### config.mk
export PLATFORM = sky130hd
export DESIGN_NAME = pedal_plausibility_check_unit
export DESIGN_NICKNAME = d
export VERILOG_FILES = /design/src/rtl/ppc_pkg.sv /design/src/rtl/ppc_ctrl.sv /design/src/rtl/ppc_dp.sv /design/src/rtl/pedal_plausibility_check_unit.sv
export VERILOG_INCLUDE_DIRS = /design/src /design/src/rtl
export SDC_FILE = /design/constraint.sdc
export NUM_CORES = 1
export LEC_CHECK = 0
export BUFFER_PORTS_ARGS = -buffer_cell sky130_fd_sc_hd__buf_2
export CELL_PAD_IN_SITES_DETAIL_PLACEMENT = 1
export CELL_PAD_IN_SITES_GLOBAL_PLACEMENT = 2
export CORE_UTILIZATION = 40
export DETAILED_ROUTE_END_ITERATION = 12
export GPL_TIMING_DRIVEN = 0
export MAX_ROUTING_LAYER = met4
export PLACE_DENSITY = 0.78
export SYNTH_ARGS = -nofsm -noshare
export SYNTH_HDL_FRONTEND = slang
export SYNTH_SLANG_ARGS = --single-unit
### constraint.sdc
create_clock -name clk -period 6.5 [get_ports clk]
set_clock_uncertainty 0.15 [all_clocks]
set_input_delay 0.325 -clock clk [delete_from_list [all_inputs] [get_ports clk]]
set_output_delay 0.325 -clock clk [all_outputs]
set_load 0.02 [all_outputs]
### src/rtl/pedal_plausibility_check_unit_assert.svh
// ----------------------------------------------------------------------------
// pedal plausibility check assertion macros
// shared assertion forms for the pedal plausibility check unit
// ----------------------------------------------------------------------------
`ifndef PEDAL_PLAUSIBILITY_CHECK_UNIT_ASSERT_SVH
`define PEDAL_PLAUSIBILITY_CHECK_UNIT_ASSERT_SVH

// same-cycle implication, sampled on clk, quiet during reset
`define PPC_ASSERT_IMPL(label, ante, cons, msg) \
	label: assert property (@(posedge clk) disable iff (!arst_n) (ante) |-> (cons)) \
		else $error(msg);

// next-cycle implication, sampled on clk, quiet during reset
`define PPC_ASSERT_NEXT(label, ante, cons, msg) \
	label: assert property (@(posedge clk) disable iff (!arst_n) (ante) |=> (cons)) \
		else $error(msg);

`endif

### src/rtl/ppc_pkg.sv
// ----------------------------------------------------------------------------
// ppc_pkg
// shared types and codes of the pedal plausibility check unit
// ----------------------------------------------------------------------------
package ppc_pkg;

	// sensor selector for the shared divider
	localparam logic [1:0] SEL_ACC_ONE = 2'd0;
	localparam logic [1:0] SEL_ACC_TWO = 2'd1;
	localparam logic [1:0] SEL_BRAKE   = 2'd2;

	// calibration register indexes
	localparam int CFG_ADDR_W = 3;
	localparam logic [CFG_ADDR_W-1:0] REG_ACC_ONE_START = 3'd0;
	localparam logic [CFG_ADDR_W-1:0] REG_ACC_ONE_END   = 3'd1;
	localparam logic [CFG_ADDR_W-1:0] REG_ACC_TWO_START = 3'd2;
	localparam logic [CFG_ADDR_W-1:0] REG_ACC_TWO_END   = 3'd3;
	localparam logic [CFG_ADDR_W-1:0] REG_BRAKE_START   = 3'd4;
	localparam logic [CFG_ADDR_W-1:0] REG_BRAKE_END     = 3'd5;

	// fault cause codes
	localparam logic [1:0] CAUSE_NONE     = 2'd0;
	localparam logic [1:0] CAUSE_WINDOW   = 2'd1;
	localparam logic [1:0] CAUSE_MISMATCH = 2'd2;
	localparam logic [1:0] CAUSE_BRAKE    = 2'd3;

	// commands from the controller to the datapath
	typedef struct packed {
		logic       load;    // capture the input transaction
		logic       init;    // set up the divider for the selected sensor
		logic       step;    // one restoring division step
		logic       store;   // write the normalized value of the selected sensor
		logic       finish;  // evaluate the rules, update latch and result
		logic [1:0] sel;
	} ppc_cmd_t;

endpackage

### src/rtl/ppc_ctrl.sv
// ----------------------------------------------------------------------------
// ppc_ctrl
// sequencer: three divisions on the shared divider, then rule evaluation
// ----------------------------------------------------------------------------
module ppc_ctrl #(
	parameter int STEPS = 18
) (
	input  logic             clk,
	input  logic             arst_n,
	input  logic             in_valid,
	output logic             in_ready,
	output logic             out_valid,
	input  logic             out_ready,
	output ppc_pkg::ppc_cmd_t cmd
);

	localparam logic [2:0] ST_IDLE   = 3'd0;
	localparam logic [2:0] ST_INIT   = 3'd1;
	localparam logic [2:0] ST_DIV    = 3'd2;
	localparam logic [2:0] ST_STORE  = 3'd3;
	localparam logic [2:0] ST_FINISH = 3'd4;

	localparam int CNT_W = $clog2(STEPS);

	logic [2:0]       state_q, state_d;
	logic [CNT_W-1:0] cnt_q, cnt_d;
	logic [1:0]       sel_q, sel_d;
	logic             out_valid_q;
	logic             finish;

	assign finish = (state_q == ST_FINISH) && (!out_valid_q || out_ready);

	always_comb begin
		state_d    = state_q;
		cnt_d      = cnt_q;
		sel_d      = sel_q;
		in_ready   = 1'b0;
		cmd        = '0;
		cmd.sel    = sel_q;
		unique case (state_q)
			ST_IDLE: begin
				in_ready = 1'b1;
				if (in_valid) begin
					cmd.load = 1'b1;
					sel_d    = ppc_pkg::SEL_ACC_ONE;
					state_d  = ST_INIT;
				end
			end
			ST_INIT: begin
				cmd.init = 1'b1;
				cnt_d    = '0;
				state_d  = ST_DIV;
			end
			ST_DIV: begin
				cmd.step = 1'b1;
				if (cnt_q == CNT_W'(STEPS - 1)) begin
					state_d = ST_STORE;
				end else begin
					cnt_d = cnt_q + 1'b1;
				end
			end
			ST_STORE: begin
				cmd.store = 1'b1;
				if (sel_q == ppc_pkg::SEL_BRAKE) begin
					state_d = ST_FINISH;
				end else begin
					sel_d   = sel_q + 1'b1;
					state_d = ST_INIT;
				end
			end
			ST_FINISH: begin
				if (finish) begin
					cmd.finish = 1'b1;
					state_d    = ST_IDLE;
				end
			end
			default: begin
				state_d = ST_IDLE;
			end
		endcase
	end

	always_ff @(posedge clk or negedge arst_n) begin
		if (!arst_n) begin
			state_q     <= ST_IDLE;
			cnt_q       <= '0;
			sel_q       <= ppc_pkg::SEL_ACC_ONE;
			out_valid_q <= 1'b0;
		end else begin
			state_q <= state_d;
			cnt_q   <= cnt_d;
			sel_q   <= sel_d;
			if (finish) begin
				out_valid_q <= 1'b1;
			end else if (out_ready) begin
				out_valid_q <= 1'b0;
			end
		end
	end

	assign out_valid = out_valid_q;

endmodule

### src/rtl/ppc_dp.sv
// ----------------------------------------------------------------------------
// ppc_dp
// datapath: calibration registers, shared restoring divider, rule logic
// ----------------------------------------------------------------------------
module ppc_dp #(
	parameter int ADC_BITS      = 12,
	parameter int WINDOW_MARGIN = 20,
	parameter int FRAC_BITS     = 16
) (
	input  logic                          clk,
	input  logic                          arst_n,
	input  ppc_pkg::ppc_cmd_t             cmd,
	input  logic [ADC_BITS-1:0]           acc_one_raw,
	input  logic [ADC_BITS-1:0]           acc_two_raw,
	input  logic [ADC_BITS-1:0]           brake_raw,
	input  logic                          cfg_we,
	input  logic [ppc_pkg::CFG_ADDR_W-1:0] cfg_addr,
	input  logic [ADC_BITS-1:0]           cfg_data,
	output logic [FRAC_BITS:0]            throttle,
	output logic signed [FRAC_BITS+2:0]   brake_level,
	output logic                          latched,
	output logic [1:0]                    fault_cause
);

	localparam int AW = ADC_BITS;
	localparam int SW = ADC_BITS + 1;
	localparam int QW = FRAC_BITS + 2;
	localparam int NW = FRAC_BITS + 3;
	localparam int ONE_Q        = 1 << FRAC_BITS;
	localparam int SAT_Q        = 2 * ONE_Q;
	localparam int TH_MISMATCH  = (ONE_Q + 5) / 10;
	localparam int TH_BRAKE_ON  = (2 * ONE_Q + 5) / 10;
	localparam int TH_ACC_LOW   = (ONE_Q + 10) / 20;
	localparam int TH_BRAKE_OFF = (3 * ONE_Q + 10) / 20;

	// calibration registers
	logic [AW-1:0] a1s_q, a1e_q, a2s_q, a2e_q, bs_q, be_q;
	// captured readings
	logic [AW-1:0] r1_q, r2_q, rb_q;
	// divider
	logic [AW-1:0] rem_q, den_q;
	logic [QW-1:0] sh_q, quo_q;
	logic          neg_q, sat_q, zero_q;
	// normalized values
	logic signed [NW-1:0] n1_q, n2_q, nb_q;
	// result
	logic [FRAC_BITS:0] thr_q;
	logic [1:0]         cause_q;
	logic               latch_q;

	always_ff @(posedge clk or negedge arst_n) begin
		if (!arst_n) begin
			a1s_q <= '0;
			a1e_q <= '1;
			a2s_q <= '0;
			a2e_q <= '1;
			bs_q  <= '0;
			be_q  <= '1;
		end else if (cfg_we) begin
			unique case (cfg_addr)
				ppc_pkg::REG_ACC_ONE_START: a1s_q <= cfg_data;
				ppc_pkg::REG_ACC_ONE_END:   a1e_q <= cfg_data;
				ppc_pkg::REG_ACC_TWO_START: a2s_q <= cfg_data;
				ppc_pkg::REG_ACC_TWO_END:   a2e_q <= cfg_data;
				ppc_pkg::REG_BRAKE_START:   bs_q  <= cfg_data;
				ppc_pkg::REG_BRAKE_END:     be_q  <= cfg_data;
				default: ;
			endcase
		end
	end

	// operand selection and divider setup
	logic [AW-1:0]        raw_sel, start_sel, end_sel;
	logic signed [SW-1:0] diff_s, span_s;
	logic [AW-1:0]        mag, den;
	logic                 sat_pre;

	always_comb begin
		case (cmd.sel)
			ppc_pkg::SEL_ACC_ONE: begin
				raw_sel = r1_q; start_sel = a1s_q; end_sel = a1e_q;
			end
			ppc_pkg::SEL_ACC_TWO: begin
				raw_sel = r2_q; start_sel = a2s_q; end_sel = a2e_q;
			end
			default: begin
				raw_sel = rb_q; start_sel = bs_q; end_sel = be_q;
			end
		endcase
	end

	assign diff_s  = $signed({1'b0, raw_sel}) - $signed({1'b0, start_sel});
	assign span_s  = $signed({1'b0, end_sel}) - $signed({1'b0, start_sel});
	assign mag     = diff_s[SW-1] ? AW'(-diff_s) : diff_s[AW-1:0];
	assign den     = span_s[SW-1] ? AW'(-span_s) : span_s[AW-1:0];
	// quotient of four or more saturates anyway
	assign sat_pre = {2'b00, mag} >= {den, 2'b00};

	// one restoring step
	logic [AW:0] trial;
	logic        qbit;
	assign trial = {rem_q, sh_q[QW-1]};
	assign qbit  = trial >= {1'b0, den_q};

	// quotient to signed normalized value
	logic [QW-1:0]        qmag;
	logic signed [NW-1:0] nval;
	always_comb begin
		if (zero_q) begin
			qmag = '0;
		end else if (sat_q || quo_q > QW'(SAT_Q)) begin
			qmag = QW'(SAT_Q);
		end else begin
			qmag = quo_q;
		end
		nval = neg_q ? -$signed({1'b0, qmag}) : $signed({1'b0, qmag});
	end

	always_ff @(posedge clk) begin
		if (cmd.load) begin
			r1_q <= acc_one_raw;
			r2_q <= acc_two_raw;
			rb_q <= brake_raw;
		end
		if (cmd.init) begin
			rem_q  <= mag >> 2;
			sh_q   <= {mag[1:0], {FRAC_BITS{1'b0}}};
			den_q  <= den;
			quo_q  <= '0;
			neg_q  <= diff_s[SW-1] ^ span_s[SW-1];
			sat_q  <= sat_pre;
			zero_q <= (span_s == '0);
		end else if (cmd.step) begin
			rem_q <= qbit ? AW'(trial - {1'b0, den_q}) : trial[AW-1:0];
			sh_q  <= sh_q << 1;
			quo_q <= {quo_q[QW-2:0], qbit};
		end
		if (cmd.store) begin
			case (cmd.sel)
				ppc_pkg::SEL_ACC_ONE: n1_q <= nval;
				ppc_pkg::SEL_ACC_TWO: n2_q <= nval;
				default:              nb_q <= nval;
			endcase
		end
	end

	// window checks against the calibration span widened by the margin
	logic [AW:0] margin;
	logic [AW-1:0] lo1, hi1, lo2, hi2;
	logic out1, out2, out_win;
	assign margin = (AW+1)'(WINDOW_MARGIN);
	assign lo1 = (a1s_q < a1e_q) ? a1s_q : a1e_q;
	assign hi1 = (a1s_q < a1e_q) ? a1e_q : a1s_q;
	assign lo2 = (a2s_q < a2e_q) ? a2s_q : a2e_q;
	assign hi2 = (a2s_q < a2e_q) ? a2e_q : a2s_q;
	assign out1 = ({1'b0, r1_q} + margin < {1'b0, lo1}) || ({1'b0, r1_q} > {1'b0, hi1} + margin);
	assign out2 = ({1'b0, r2_q} + margin < {1'b0, lo2}) || ({1'b0, r2_q} > {1'b0, hi2} + margin);
	assign out_win = out1 || out2;

	// mismatch, average and brake rules
	logic signed [NW:0] ndiff, nsum;
	logic [NW:0]        adiff;
	logic [NW-1:0]      half;
	logic [FRAC_BITS:0] thr_avg, thr_d;
	logic               mismatch, brake_on, conflict, release_ok, latch_d;
	logic [1:0]         cause_d;

	always_comb begin
		ndiff    = $signed({n1_q[NW-1], n1_q}) - $signed({n2_q[NW-1], n2_q});
		adiff    = ndiff[NW] ? (NW+1)'(-ndiff) : ndiff;
		mismatch = adiff > (NW+1)'(TH_MISMATCH);
		nsum     = $signed({n1_q[NW-1], n1_q}) + $signed({n2_q[NW-1], n2_q});
		half     = nsum[NW:1];
		if (nsum[NW] || nsum == '0) begin
			thr_avg = '0;
		end else if (half > NW'(ONE_Q)) begin
			thr_avg = (FRAC_BITS+1)'(ONE_Q);
		end else begin
			thr_avg = half[FRAC_BITS:0];
		end
		brake_on   = nb_q > $signed(NW'(TH_BRAKE_ON));
		conflict   = brake_on && (thr_avg > (FRAC_BITS+1)'(TH_ACC_LOW));
		release_ok = (thr_avg < (FRAC_BITS+1)'(TH_ACC_LOW))
			&& (nb_q < $signed(NW'(TH_BRAKE_OFF)));
		thr_d   = '0;
		latch_d = 1'b1;
		if (out_win) begin
			cause_d = ppc_pkg::CAUSE_WINDOW;
		end else if (mismatch) begin
			cause_d = ppc_pkg::CAUSE_MISMATCH;
		end else begin
			cause_d = conflict ? ppc_pkg::CAUSE_BRAKE : ppc_pkg::CAUSE_NONE;
			latch_d = (latch_q || conflict) && !release_ok;
			thr_d   = latch_d ? '0 : thr_avg;
		end
	end

	always_ff @(posedge clk or negedge arst_n) begin
		if (!arst_n) begin
			latch_q <= 1'b0;
		end else if (cmd.finish) begin
			latch_q <= latch_d;
		end
	end

	always_ff @(posedge clk) begin
		if (cmd.finish) begin
			thr_q       <= thr_d;
			cause_q     <= cause_d;
			brake_level <= nb_q;
		end
	end

	assign throttle    = thr_q;
	assign latched     = latch_q;
	assign fault_cause = cause_q;

endmodule

### src/rtl/pedal_plausibility_check_unit.sv
// ----------------------------------------------------------------------------
// pedal_plausibility_check_unit
// dual accelerator sensor plausibility check with brake override
// ----------------------------------------------------------------------------
// usage
//   s_axis carries one transaction per sample: both accelerator readings and
//   the brake reading. m_axis returns one result per sample: granted throttle
//   and normalized brake in tdata, latch and fault cause in tuser.
//   the cfg channel writes the six calibration counts by index; it is always
//   ready and must only be used while no sample is in flight.
// timing
//   each reading is normalized on one shared restoring divider, one quotient
//   bit per cycle, FRAC_BITS+2 steps plus setup and store per sensor. a new
//   sample is taken only once the sequencer is back in idle, which it enters
//   when the previous result is written into the output register.
// reset
//   arst_n clears the latch, restores the default calibration (start 0, end
//   full scale) and drops m_axis_tvalid; s_axis_tready comes up high.
// back-pressure
//   the result sits in an output register; a new sample is accepted while it
//   waits, but the next result is held back until m_axis_tready takes it.
// ----------------------------------------------------------------------------
`include "pedal_plausibility_check_unit_assert.svh"

module pedal_plausibility_check_unit #(
	parameter int ADC_BITS      = 12,
	parameter int WINDOW_MARGIN = 20,
	parameter int FRAC_BITS     = 16
) (
	input  logic                                   clk,
	input  logic                                   arst_n,
	// input samples
	input  logic                                   s_axis_tvalid,
	output logic                                   s_axis_tready,
	// acc_one_raw, acc_two_raw, brake_raw, zero pad
	input  logic [((3*ADC_BITS+7)/8)*8-1:0]         s_axis_tdata,
	// results
	output logic                                   m_axis_tvalid,
	input  logic                                   m_axis_tready,
	// throttle, brake_level, zero pad
	output logic [((2*FRAC_BITS+4+7)/8)*8-1:0]      m_axis_tdata,
	// latched, fault_cause
	output logic [2:0]                             m_axis_tuser,
	// calibration writes
	input  logic                                   cfg_valid,
	output logic                                   cfg_ready,
	input  logic [ppc_pkg::CFG_ADDR_W-1:0]          cfg_addr,
	input  logic [ADC_BITS-1:0]                    cfg_data
);

	localparam int OUT_TW = ((2*FRAC_BITS+4+7)/8)*8;

	ppc_pkg::ppc_cmd_t cmd;

	logic [FRAC_BITS:0]          throttle;
	logic signed [FRAC_BITS+2:0] brake_level;
	logic                        latched;
	logic [1:0]                  fault_cause;

	// sequencer: owns the handshakes and walks the divider through the sensors
	ppc_ctrl #(
		.STEPS (FRAC_BITS + 2)
	) u_ctrl (
		.clk       (clk),
		.arst_n    (arst_n),
		.in_valid  (s_axis_tvalid),
		.in_ready  (s_axis_tready),
		.out_valid (m_axis_tvalid),
		.out_ready (m_axis_tready),
		.cmd       (cmd)
	);

	// datapath: calibration, divider, rules and the result register
	ppc_dp #(
		.ADC_BITS      (ADC_BITS),
		.WINDOW_MARGIN (WINDOW_MARGIN),
		.FRAC_BITS     (FRAC_BITS)
	) u_dp (
		.clk         (clk),
		.arst_n      (arst_n),
		.cmd         (cmd),
		.acc_one_raw (s_axis_tdata[ADC_BITS-1:0]),
		.acc_two_raw (s_axis_tdata[2*ADC_BITS-1:ADC_BITS]),
		.brake_raw   (s_axis_tdata[3*ADC_BITS-1:2*ADC_BITS]),
		.cfg_we      (cfg_valid),
		.cfg_addr    (cfg_addr),
		.cfg_data    (cfg_data),
		.throttle    (throttle),
		.brake_level (brake_level),
		.latched     (latched),
		.fault_cause (fault_cause)
	);

	// calibration registers take a write in any cycle
	assign cfg_ready = 1'b1;

	// pack the result, unused upper bits read zero
	assign m_axis_tdata = OUT_TW'({brake_level, throttle});
	assign m_axis_tuser = {fault_cause, latched};

	// granted throttle never coexists with the latch
	`PPC_ASSERT_IMPL(a_thr_unlatched,
		m_axis_tvalid && m_axis_tdata[FRAC_BITS:0] != '0,
		!m_axis_tuser[0], "throttle granted while latched")

	// window and mismatch faults always latch and block throttle
	`PPC_ASSERT_IMPL(a_fault_blocks,
		m_axis_tvalid && (m_axis_tuser[2:1] == ppc_pkg::CAUSE_WINDOW
			|| m_axis_tuser[2:1] == ppc_pkg::CAUSE_MISMATCH),
		m_axis_tuser[0] && m_axis_tdata[FRAC_BITS:0] == '0, "sensor fault without block")

	// throttle is clamped to full travel
	`PPC_ASSERT_IMPL(a_thr_clamp,
		m_axis_tvalid && m_axis_tdata[FRAC_BITS],
		m_axis_tdata[FRAC_BITS-1:0] == '0, "throttle above full travel")

	// one sample at a time through the divider
	`PPC_ASSERT_NEXT(a_one_in_flight,
		s_axis_tvalid && s_axis_tready,
		!s_axis_tready, "second sample taken while busy")

endmodule

==> metrics <==
status finished clean; final wirelength 60200 µm; clk sinks about 260; Multi-input gate area approximately 11000 µm²; global-route wire length before repair around 95000 µm; port bufs 96; Crit. path cell count 28; Max Transition Viols Final 0; crit path time final ~6100 ps; largest net degree at the start of global routing 45; antenna viol nets, final 0; Yosys cell types 89; worst skew pair latency just under 600 ps; FF-to-FF setup slack approximately 380 ps; drt drc 0; VDD IR max approximately 0.47 mV; initial antenna violation count 0; final design utilization 0.474; die area approximately 47000 µm²; syn_area_per_cell ~9.7 µm²; Pwr Density 619 nW/µm²; Bufs on Longest Clock Path 3; sequential area share after synthesis 0.392; Final #Nets 2330; Worst Path Buf+Inv 4; Worst Path Arrival ~6300 ps; #FFs+latches synth roughly 260; PnR worst setup slack 379 ps; post-synth top area share 0.255; Worst path most repeated cell nand2_1; total CTS buffers 30; vias per cell approximately 5.7; chip height 218 µm; grt ovf 0; number of setup violations in the final report 0; Mapped Cells between 1500 and 2000; family with the most delay on the worst path compound AO/OA/AOI/OAI gates; root buffer cell clkbuf_16; Post-synth EDFFs 158; DP Wirelength between 40000 and 50000 µm; Worst setup EP type flop; Worst setup SP type flop; Tcrit/Tclk final 0.942; worst min path class input port to flop; most common flop cell mapped by yosys edfxtp_1; kind of critical path flop to flop; vias after detailed routing roughly 16000; number of fill cells a little over 5000; maxcap violations 0; synthesized area around 19000 µm²; share of post-route cells with drive strength above 1 0.159; Area Overhead vs Synth 16.2%; Final Hold Viols 0; Hold WS ~22 ps; ys async rst share 0.321; P_leak just under 9 nW; number of cell rows 78; Reg2Reg Launch Point u_dp.a1e_q[5]; 1st-pass router iterations 5; slowest stage cell, crit path dfstp_2; Reg-to-Reg End u_dp.fault_cause[1]; most common cell in the synthesized netlist ha_1; FMAX 0.163 GHz; CP required approximately 6600 ps; Post-synth top cells 164 x ha_1, 158 x edfxtp_1, 150 x nand2_1; Max FO, Critical Path 10; synth warn 0; CP peak stage delay ~640 ps; Synth area leaders edfxtp_1 26%, ha_1 11%, dfrtp_1 6.5%, dfstp_2 5.1%, mux2_2 4.2%; crit path to u_dp.fault_cause[1]; vias in the first global route 16500; Avg WL per Cell around 22 µm; Register-to-Register Path Depth 28; Global Route Usage Sum 0.265; Initial DRC Count between 800 and 900; CTS H-tree lvls 1; boundary pin count 106; Die Width ~220 µm; Worst Setup SP u_dp.a1e_q[5]; register area 7290 µm²; Slew HR 0.189; clock slew at reported path FFs ~60 ps; area of the core around 46000 µm²; actual slew at the worst max-slew pin 1220 ps; antenna cells 0; CTS tree done; Initial Util 0.408; Place WS -1120 ps; area leader, netlist edfxtp_1; Power Total approximately 13 mW; GP Congestion roughly 0.90
[metrics by stage]
stage               std cells  area [µm²]  setup TNS, ps
global route             2725       21600          -12.5
CTS                      2720       21500              0
floorplan                1914       18600              0
detailed placement       2613       19900         -12750
finish                   2725       21600              0
global placement         2610       19800         -12130
[worst min path at each step]
stage                      start                  end  slack (ps)  cells past startpoint
finish               cfg_addr[1]        u_dp.a1e_q[1]          20                      4
floorplan                 arst_n      u_ctrl.cnt_q[0]        -120                      0
global placement    u_dp.nb_q[0]  u_dp.brake_level[0]         270                      0
detailed placement        arst_n         u_dp.bs_q[0]         230                      1
global route         cfg_addr[1]        u_dp.a1e_q[1]          90                      4
CTS                  cfg_addr[1]        u_dp.a1e_q[1]          10                      4
[layout make-up]
| class | instances | share of cell area |
|---|---|---|
| multi-input combinational | 1453 | 0.492 |
| timing repair buffer | 155 | 0.0504 |
| sequential | 262 | 0.338 |
| clock buffer | 43 | 0.0428 |
| clock inverter | 13 | 0.00481 |
| buffer | 74 | 0.0161 |
| inverter | 125 | 0.0217 |
| tap | 600 | 0.0347 |
[where the power goes]
group | internal [mW] | total (mW) | leakage, nW | switching, mW
clock | 0.998 | 1.73 | 0.499 | 0.735
combinational | 3.51 | 8.83 | 5.62 | 5.33
sequential | 2.45 | 2.81 | 2.60 | 0.362
[repair_timing]
action                                  in CTS  in global routing
pin swaps                                    0                  3
endpoints found under the setup margin      21                 20
endpoints found under the hold margin      127                  0
hold buffers                                51                  0
setup buffers                                0                  5
gates resized for setup                     25                 27
[state kept, by name, indices dropped and copies added, names as in the netlist, 12 cells and up]
name	cells
u_dp.a1e_q	12
u_dp.a1s_q	12
u_dp.a2e_q	12
u_dp.a2s_q	12
u_dp.be_q	12
u_dp.brake_level	19
u_dp.bs_q	12
u_dp.den_q	12
u_dp.n1_q	19
u_dp.n2_q	19
u_dp.nb_q	19
u_dp.quo_q	18
u_dp.r1_q	12
u_dp.r2_q	12
u_dp.rb_q	12
u_dp.rem_q	12
u_dp.throttle	17
[worst register-to-register path: cells and delay by family (launching register included)]
| kind | cells | cell delay, ps |
|---|---|---|
| AOI/OAI and AO/OA | 12 | 2070 |
| xor gates and xnor gates | 1 | 170 |
| adders and majority gates | 3 | 990 |
| buffers and inverters | 4 | 940 |
| DFF | 1 | 640 |
| and+or+nand+nor | 8 | 860 |
[per-layer routing]
metal,part of all wire,routed length [µm],GRT usage
met4,0.032,1930,0.0824
met3,0.026,1570,0.0180
met1,0.44,26600,0.325
met2,0.50,30200,0.462
met5,0,0,-
[cell usage in the layout, fill, tap and decap left out, types with 26 or more instances in the layout]
master,instances
a21oi_1,130
a22o_1,32
buf_2,106
clkbuf_1,45
clkbuf_16,34
dfrtp_1,48
dfstp_2,36
dlygate4sd3_1,51
edfxtp_1,158
ha_1,163
inv_1,124
mux2_2,70
mux2i_1,36
nand2_1,150
nand2b_1,26
nand3_1,33
nand4_1,34
nor2_1,127
nor2b_1,30
nor3_1,44
o21ai_0,88
xnor2_1,82
xor2_1,46
[kinds of logic (layout without fill, tap and decap cells)]
group           Yosys count  count (layout)  share of synthesized area
compound gates          476             476                      0.172
xor+xnor                129             129                     0.0615
fa+ha+maj               169             169                      0.116
buf+inv                 199             410                     0.0429
flops                   262             262                      0.392
mux                     106             106                     0.0618
other cells               2               5                   0.000404
simple gates            568             568                      0.154
(Power assumes the default switching activity.)
